--- config.mk ---
export PLATFORM = sky130hd
export DESIGN_NAME = wfa_cell
export DESIGN_NICKNAME = d
export VERILOG_FILES = /design/src/rtl/core/wfa_pkg.sv /design/src/rtl/core/wfa_cell.sv
export SDC_FILE = /design/constraint.sdc
export NUM_CORES = 1
export LEC_CHECK = 0
export ABC_AREA = 1
export BUFFER_PORTS_ARGS = -buffer_cell sky130_fd_sc_hd__buf_2
export CORE_ASPECT_RATIO = 0.75
export CORE_MARGIN = 2
export CORE_UTILIZATION = 35
export DETAILED_ROUTE_END_ITERATION = 8
export PLACE_DENSITY_LB_ADDON = 0.08
export SLEW_MARGIN = 20
export SYNTH_ARGS = -nofsm -noshare
export SYNTH_HDL_FRONTEND = slang
export SYNTH_SLANG_ARGS = --single-unit
--- constraint.sdc ---
create_clock -name clk -period 1.9 [get_ports clk]
set_input_delay 0.38 -clock clk [delete_from_list [all_inputs] [get_ports clk]]
set_output_delay 0.38 -clock clk [all_outputs]
set_load 0.03 [all_outputs]
--- src/rtl/core/wfa_pkg.sv ---
// Shared types and constants for the worst-fit allocator core.
// Used by wfa_cell and worst_fit_allocator_core; no dependencies.
package wfa_pkg;

  localparam int SIZE_W         = 16;
  localparam int SLOT_W         = 6;
  localparam int COUNT_W        = 7;
  localparam int TOTAL_W        = 22;
  localparam int HOLE_SLOTS_DEF = 64;

  localparam logic [TOTAL_W-1:0] TOTAL_MAX = {TOTAL_W{1'b1}};

  localparam logic OP_LOAD = 1'b0;
  localparam logic OP_REQ  = 1'b1;

  // Record that travels down the row of cells, one cell per cycle.
  typedef struct packed {
    logic               vld;
    logic               search;     // 1: worst-fit search, 0: free-space sum
    logic               found;
    logic [SIZE_W-1:0]  best_size;
    logic [TOTAL_W-1:0] sum;
  } wave_t;

  // Values broadcast from the controller to every cell.
  typedef struct packed {
    logic              wr_en;
    logic [SIZE_W-1:0] wr_data;
    logic [SIZE_W-1:0] req_size;
  } bcast_t;

endpackage

--- src/rtl/core/wfa_cell.sv ---
// One hole slot of the allocator row: holds a hole size and updates the
// passing search or sum record. Depends on wfa_pkg.
module wfa_cell import wfa_pkg::*; #(
  parameter int IDX  = 0,
  parameter int IDXW = 6,
  parameter int CNTW = 7
) (
  input  logic            clk,
  input  logic            rst_n,
  input  bcast_t          ctl,
  input  logic [IDXW-1:0] wr_idx,
  input  logic [CNTW-1:0] n_used,
  input  wave_t           wave_i,
  input  logic [IDXW-1:0] idx_i,
  output wave_t           wave_o,
  output logic [IDXW-1:0] idx_o
);

  logic [SIZE_W-1:0]  size_r;
  wave_t              wave_r;
  wave_t              wave_nxt;
  logic [IDXW-1:0]    idx_r;
  logic [IDXW-1:0]    idx_nxt;
  logic               in_use;
  logic [TOTAL_W:0]   sum_wide;

  assign in_use   = (CNTW'(IDX) < n_used);
  assign sum_wide = {1'b0, wave_i.sum} + {{(TOTAL_W + 1 - SIZE_W){1'b0}}, size_r};

  always_comb begin
    wave_nxt = wave_i;
    idx_nxt  = idx_i;
    if (wave_i.vld && in_use) begin
      if (wave_i.search) begin
        if (size_r >= ctl.req_size && (!wave_i.found || size_r > wave_i.best_size)) begin
          wave_nxt.found     = 1'b1;
          wave_nxt.best_size = size_r;
          idx_nxt            = IDXW'(IDX);
        end
      end else begin
        // saturate the running total
        wave_nxt.sum = sum_wide[TOTAL_W] ? TOTAL_MAX : sum_wide[TOTAL_W-1:0];
      end
    end
  end

  always_ff @(posedge clk) begin
    wave_r.search    <= wave_nxt.search;
    wave_r.found     <= wave_nxt.found;
    wave_r.best_size <= wave_nxt.best_size;
    wave_r.sum       <= wave_nxt.sum;
    idx_r            <= idx_nxt;
    if (!rst_n) begin
      size_r     <= '0;
      wave_r.vld <= 1'b0;
    end else begin
      if (ctl.wr_en && wr_idx == IDXW'(IDX)) begin
        size_r <= ctl.wr_data;
      end
      wave_r.vld <= wave_nxt.vld;
    end
  end

  assign wave_o = wave_r;
  assign idx_o  = idx_r;

endmodule

# Word level (Yosys, flattened, before mapping)
# Cells that the tools add are included.
# W data, S select, Z words.
[totals]
reg_bits = 63
in_bits = 95
output_inout_bits = 47
elab_cells = 25
[op_classes]
add_sub_neg = 1
magnitude_cmp = 3
n_mux = 8
reduce_logical = 6
[ops]
columns = ["operator", "n"]
rows = [
  ["$mux W22", 2],
  ["$mux W39", 1],
  ["$mux W17", 2],
  ["$add A22 B16 Y23", 1],
  ["$mux W6", 3],
  ["$ge A16 B16 Y1", 1],
  ["$gt A16 B16 Y1", 1],
  ["$lt A1 B7 Y1 const A", 1],
  ["$logic_not A6 Y1", 1],
  ["$logic_and A1 B1 Y1", 3],
  ["$logic_not A1 Y1", 1],
  ["$logic_or A1 B1 Y1", 1],
]

# Depth between registers and ports, before layout
# Gate-level depths: netlist of run 1.
[depth]
word_depth = 6
mapped_depth = 17
depth_no_buf = 16

# Worst setup path after synthesis of run 1
# No wires, ideal clock.
[synth_path]
path_kind = "in2reg"
startpoint = "input port wave_i[0] (netlist name)"
endpoint = "register wave_r, in the netlist wave_o[4]"
setup_ns = 0.116
arrival_time_ns = 1.727
t_required_ns = 1.784
setup_slack_ns = 0.058
path_stages = 9
n_path_buf = 0
path_cell_list = "ha_1 inv_1 fa_1 inv_1 nand3_1 nand2_2 xor2_1 or2_2 o22a_2"
[synth_rtl]
columns = ["element", "line", "text"]
rows = [
  ["start: declaration", "wfa_cell.sv:13", "input wave_t wave_i,"],
  ["end: declaration", "wfa_cell.sv:20", "wave_t wave_r;"],
]

==> results of run 1 <==
==> repair_timing <==
action	in CTS	in global routing
cloned	1	3
buffers inserted	0	6
endpoints found under the setup margin	45	45
pin swaps	5	31
resized for setup	15	103
==> how the worst min path moves through the flow <==
stage                    start  slack [ns]                 end  depth (start not counted)
finish              wave_i[39]        0.16  wave_o[39]$_DFF_P_                          1
global route        wave_i[39]        0.15  wave_o[39]$_DFF_P_                          1
CTS                 wave_i[39]        0.14  wave_o[39]$_DFF_P_                          1
detailed placement  wave_i[39]        0.50  wave_o[39]$_DFF_P_                          1
global placement    wave_i[39]        0.50  wave_o[39]$_DFF_P_                          1
floorplan           wave_i[39]        0.41  wave_o[39]$_DFF_P_                          0
==> sequential cells by signal, indices dropped and copies added, names as in the netlist <==
name,cells
size_r,16
wave_o,41
idx_o,6
==> area by class of cell <==
| type | count | area, µm² | area share [%] |
|---|---|---|---|
| clock buffers | 10 | 239 | 3.62 |
| clock inverters | 6 | 108 | 1.63 |
| inverters | 83 | 329 | 4.98 |
| multi-input cells | 462 | 3130 | 47.4 |
| flip-flops and latches | 63 | 1300 | 19.7 |
| well taps | 166 | 208 | 3.15 |
| repair buffers | 208 | 1290 | 19.6 |
==> layer usage <==
metal  global-route usage (%)  wire length (µm)  vias up
met5                        0                 0        -
met3                     5.45               981       11
met2                     30.4              5800      143
met4                     5.35               146        0
met1                     30.2              7270     2054
li1                         -                 -     2422
==> cells in the final DEF (no fill, tap or decap), types with 5 or more instances in the layout <==
master / count
buf_4: 57
xor2_1: 5
o22a_2: 5
a21oi_2: 11
dfxtp_1: 49
a21boi_1: 5
buf_2: 141
nand4_1: 7
a21oi_1: 21
o21ai_0: 24
ha_4: 17
or2_2: 9
nand3_2: 18
clkbuf_16: 11
nand2_2: 16
nand2_4: 5
dfxtp_2: 6
nor2_1: 73
inv_1: 77
dfxtp_4: 8
nand3b_1: 6
nand2_1: 137
ha_1: 31
nor2_2: 5
nand3_1: 28
==> logic make-up (layout without fill, tap and decap cells) <==
family	count (synthesis)	in the layout	share of synthesized area (%)
buffers and inverters	93	307	8.84
XOR/XNOR	6	6	1.22
AO/OA/AOI/OAI	76	76	10.6
adder cells (fa/ha/maj)	49	49	14.4
flip-flops	63	63	29.3
AND/OR/NAND/NOR	329	331	35.7
==> per-stage QoR <==
stage | hold slack, ns | power, W | cell area, µm² | worst slack, ns | instances
floorplan | 0.408 | 0.00182 | 4300 | 0.0576 | 616
global placement | 0.497 | 0.00212 | 5610 | -0.217 | 972
detailed placement | 0.500 | 0.00213 | 5610 | -0.281 | 972
CTS | 0.142 | 0.00411 | 6000 | 0.00233 | 989
global route | 0.153 | 0.00428 | 6600 | -0.0507 | 998
finish | 0.159 | 0.00410 | 6600 | 0.0434 | 998
==> where the power goes <==
group          switching [W]  internal, W
logic               0.000442     0.000312
clock network       0.000631      0.00131
registers          0.0000231      0.00138
total                0.00110      0.00300
==> impl_metrics.env, run 1 <==
export IMPL_crit_fanout=4
export IMPL_cts_tree="done"
export IMPL_cpPeakStageDelay_ns=0.37
export IMPL_antenna_found_initial=0
export IMPL_skew_ns=0.00692
export IMPL_numCtsBuffers=9
export IMPL_status="finished clean"
export IMPL_ir_drop_mv=0.416
export IMPL_clk_latency_ns=0.34
export IMPL_path_cells="ha_4 > inv_2 > fa_2 > inv_2 > nand3_2 > nand2_2 > nand2_1 > nand2_2 > nand3_2 > nand2_4 > nand2_2 > nand2_1 > nand3_2"
export IMPL_worstSetupStartpointType="flop"
export IMPL_yosysUniqueCellTypes=47
export IMPL_dr_pass1_iters=5
export IMPL_hold_viol_final=0
export IMPL_wire_per_inst_um=14.2
export IMPL_slowest_stage="dfxtp_4"
export IMPL_synth_area_leaders="dfxtp_1 29%, ha_1 14%, nand2_1 13%"
export IMPL_grt_usage_pct=20.8
export IMPL_ant_nets=0
export IMPL_syn_area_um2=4300
export IMPL_worst_path_buf_inv=2
export IMPL_r2r_start="size_r[0]$_SDFFE_PN0P_"
export IMPL_yosysSeqAreaShare_pct=29.3
export IMPL_num_io_pins=142
export IMPL_avgSynthCellArea_um2=6.99
export IMPL_row_count=35
export IMPL_synth_top_cell_by_area="dfxtp_1"
export IMPL_gp_congestion=0.850
export IMPL_hpwlAfterDp_mm=11.0
export IMPL_placement_io_buffers=141
export IMPL_fin_nets=971
export IMPL_dieArea_um2=13200
export IMPL_worst_slew_pin_slew_ns=0.396
export IMPL_grt_max_degree=27
export IMPL_reg2reg_depth=13
export IMPL_root_buffer="clkbuf_16"
export IMPL_drv_cap=0
export IMPL_slew_viol_final=0
export IMPL_die_x_um=132
export IMPL_reg2reg_to="wave_o[16]$_DFF_P_"
export IMPL_required_ns=2.12
export IMPL_p_leak_nw=3.50
export IMPL_async_flop_share_pct=0
export IMPL_crit_path_end="wave_o[16]$_DFF_P_"
export IMPL_grt_ovfl_total=0
export IMPL_synth_most_common_cell="nand2_1"
export IMPL_areaGrowthSynthToFinish_pct=53.4
export IMPL_num_antenna_cells=0
export IMPL_yosysWarnings=0
export IMPL_worst_path_stages=13
export IMPL_routed_via_count=4630
export IMPL_cts_hold_buf=0
export IMPL_crit_family="simple AND/OR/NAND/NOR gates"
export IMPL_wl_mm=14.2
export IMPL_viasPerCell=4.64
export IMPL_regToRegSetupSlack_ns=0.04
export IMPL_clock_path_buffers=2
export IMPL_fill_cells=1208
export IMPL_finalCriticalPeriod_ns=1.86
export IMPL_grt_pass1_vias=4269
export IMPL_utilization_pct=54.4
export IMPL_period_share_pct=97.7
export IMPL_die_h_um=100
export IMPL_synth_common_cells="153 x nand2_1, 80 x inv_1, 75 x nor2_1"
export IMPL_drtIter0Drc=216
export IMPL_grt_pass1_wl_mm=21.4
export IMPL_tns_ns=0
export IMPL_rsz0062_at_grt="yes"
export IMPL_critical_path_class="reg -> reg"
export IMPL_htreeDepth=3
export IMPL_postSynthNetCount=760
export IMPL_cts_sinks=63
export IMPL_end_kind="flop"
export IMPL_relSlewSlack_pct=73.3
export IMPL_layout_drive_gt1_share_pct=42.1
export IMPL_synth_edf_count=0
export IMPL_hold_class="in -> reg"
export IMPL_ys_flop_type="dfxtp_1"
export IMPL_core_um2=12100
export IMPL_drc=0
export IMPL_syn_inst=616
export IMPL_ys_ff_latch=63
export IMPL_path_clk_slew_ns=0.06
export IMPL_max_freq_mhz=539
export IMPL_setup_viol=0
export IMPL_start_util_pct=35.5
export IMPL_crit_start="size_r[0]$_SDFFE_PN0P_"
export IMPL_power_density_nw_per_um2=621
export IMPL_yosys_area_top_type_share_pct=29.3
export IMPL_worstPathArrival_ns=2.08
Power figures use the tool's default switching activity.
==> run 2: changes to the inputs <==
--- a/config.mk
+++ b/config.mk
@@ -11,7 +11,7 @@
 export CORE_MARGIN = 2
 export CORE_UTILIZATION = 35
 export DETAILED_ROUTE_END_ITERATION = 8
-export PLACE_DENSITY_LB_ADDON = 0.08
+export PLACE_DENSITY_LB_ADDON = 0.25
 export SLEW_MARGIN = 20
 export SYNTH_ARGS = -nofsm -noshare
 export SYNTH_HDL_FRONTEND = slang
==> constraint.sdc (replaced) <==
create_clock -name clk -period 2.25 [get_ports clk]
set_input_delay 0.45 -clock clk [delete_from_list [all_inputs] [get_ports clk]]
set_output_delay 0.45 -clock clk [all_outputs]
set_load 0.03 [all_outputs]
==> run 2 against run 1 <==
Effect of this change:
- setup slack improved by 0.12 ns
- core utilization decreased by 8.8 points
- highest routed layer unchanged
- largest cell class unchanged
- largest power group unchanged
- global-route usage decreased by 0.45 points
- die area unchanged
- critical path depth decreased by 1
- critical path type unchanged
- design area shrank 16%
- critical endpoint is now wave_o[17]$_DFF_P_
- non-clock buffer count decreased by 54
==> impl_metrics.env, run 2 (synthesized netlist as in run 1, its figures left out) <==
export IMPL_fin_nets=915
export IMPL_worstPathArrival_ns=2.36
export IMPL_viasPerCell=4.70
export IMPL_clock_path_buffers=2
export IMPL_die_x_um=132
export IMPL_rsz0062_at_grt="no"
export IMPL_path_clk_slew_ns=0.05
export IMPL_setup_viol=0
export IMPL_wl_mm=13.1
export IMPL_register_area_um2=1260
export IMPL_fin_ws_ns=0.167
export IMPL_num_antenna_cells=0
export IMPL_antenna_found_initial=0
export IMPL_fin_cells=942
export IMPL_min_from="wave_i[39]"
export IMPL_cts_hold_buf=0
export IMPL_crit_start="size_r[0]$_SDFFE_PN0P_"
export IMPL_required_ns=2.53
export IMPL_finalCriticalPeriod_ns=2.08
export IMPL_period_share_pct=92.6
export IMPL_cts_tree="done"
export IMPL_grt_usage_pct=20.3
export IMPL_routed_via_count=4431
export IMPL_grt_ovfl_total=0
export IMPL_numCtsBuffers=9
export IMPL_grt_pass1_wl_mm=21.2
export IMPL_tns_ns=0
export IMPL_p_leak_nw=3.08
export IMPL_dr_pass1_iters=5
export IMPL_placed_cells=926
export IMPL_status="finished clean"
export IMPL_critical_path_class="reg -> reg"
export IMPL_core_um2=12100
export IMPL_worst_slew_pin_slew_ns=0.459
export IMPL_p_total_w=0.00305
export IMPL_cpPeakStageDelay_ns=0.41
export IMPL_row_count=35
export IMPL_htreeDepth=3
export IMPL_gp_congestion=0.932
export IMPL_drtIter0Drc=268
export IMPL_path_cells="ha_1 > inv_1 > fa_1 > inv_1 > nand3_1 > nand2_2 > nand3_2 > nand2_2 > nand3_4 > nand3_4 > nand2_4 > nand3_1"
export IMPL_placed_cell_area_um2=5250
export IMPL_hold_class="in -> reg"
export IMPL_post_cts_buffers=0
export IMPL_die_h_um=100
export IMPL_crit_fanout=9
export IMPL_layout_drive_gt1_share_pct=28.0
export IMPL_root_buffer="clkbuf_16"
export IMPL_wire_per_inst_um=14.0
export IMPL_end_kind="flop"
export IMPL_relSlewSlack_pct=69.4
export IMPL_slowest_stage="fa_1"
export IMPL_layout_common_cells="151 x nand2_1, 141 x buf_2, 80 x inv_1, 75 x nor2_1, 62 x dfxtp_1"
export IMPL_hpwlAfterDp_mm=10.9
export IMPL_hold_viol_final=0
export IMPL_cts_sinks=63
export IMPL_final_common_cell="nand2_1"
export IMPL_skew_ns=0.00629
export IMPL_max_freq_mhz=480
export IMPL_slew_viol_final=0
export IMPL_areaGrowthSynthToFinish_pct=28.7
export IMPL_dieArea_um2=13200
export IMPL_clk_latency_ns=0.34
export IMPL_r2r_start="size_r[0]$_SDFFE_PN0P_"
export IMPL_grt_max_degree=27
export IMPL_ir_drop_mv=0.343
export IMPL_ant_nets=0
export IMPL_worstSetupStartpointType="flop"
export IMPL_power_density_nw_per_um2=551
export IMPL_num_io_pins=142
export IMPL_cts_resized=0
export IMPL_start_util_pct=35.5
export IMPL_fill_cells=1270
export IMPL_drc=0
export IMPL_multiInputGateArea_um2=2670
export IMPL_placement_io_buffers=141
export IMPL_pre_cts_ws_ns=-0.0623
export IMPL_largest_reg_flops=41
export IMPL_grt_pass1_vias=4231
export IMPL_drv_cap=0
export IMPL_design_area_um2=5540
-- run 2: cell count changes in the layout (fill, tap and decap cells not counted), moves of 13 or more --
| cell | before | now |
|---|---|---|
| buf_4 | 57 | 13 |
| ha_1 | 31 | 48 |
| ha_4 | 17 | 0 |
| nand3_2 | 18 | 3 |
| nand2_1 | 137 | 151 |
| nand3_1 | 28 | 42 |
| dfxtp_1 | 49 | 62 |
-- run 2: area by class of cell --
type / count / area share, %
Clock buffer: 13 / 4.70
Clock inverter: 3 / 0.316
Inverter: 83 / 5.67
Multi-Input combinational cell: 460 / 48.3
Sequential cell: 63 / 22.8
Tap cell: 166 / 3.75
Timing Repair Buffer: 154 / 14.5
-- run 2: through the flow --
step                      hold slack, ns  utilization (%)
after floorplan                    0.464                -
after global placement             0.525             43.3
after detailed placement           0.513             43.3
after CTS                          0.230             45.6
after global routing               0.240             45.7
final                              0.240             45.7
-- run 2: power breakdown --
part	switching, W	total (W)	leakage (nW)	internal, W
clock network	0.000512	0.00131	0.136	0.000802
registers	0.0000185	0.00119	0.526	0.00117
logic	0.000341	0.000544	2.42	0.000203
total	0.000872	0.00305	3.08	0.00218
-- run 2: worst max-delay path, delay by kind of cell, from the launching register on --
family        cells  cell delay (ns)
fa+ha+maj         2             0.61
buf+inv           2             0.18
flops             1             0.37
simple gates      8             0.87
-- run 2: metal layers --
| layer | track usage, % | wire, µm | vias to the layer above | part of all wire [%] |
|---|---|---|---|---|
| li1 | - | - | 2312 | - |
| met1 | 29.0 | 6550 | 1956 | 50 |
| met2 | 30.9 | 5440 | 153 | 41 |
| met3 | 5.30 | 1050 | 10 | 8.0 |
| met4 | 4.26 | 104 | 0 | 0.79 |
| met5 | 0 | 0 | - | 0 |
-- run 2: worst paths after layout --
kind,slack (ns),cells after the start,end
setup / recovery,0.17,12,wave_o[17]$_DFF_P_
hold / removal,0.24,1,wave_o[39]$_DFF_P_
setup reg to reg,0.17,12,wave_o[17]$_DFF_P_
hold reg to reg,0.53,2,wave_o[22]$_DFF_P_
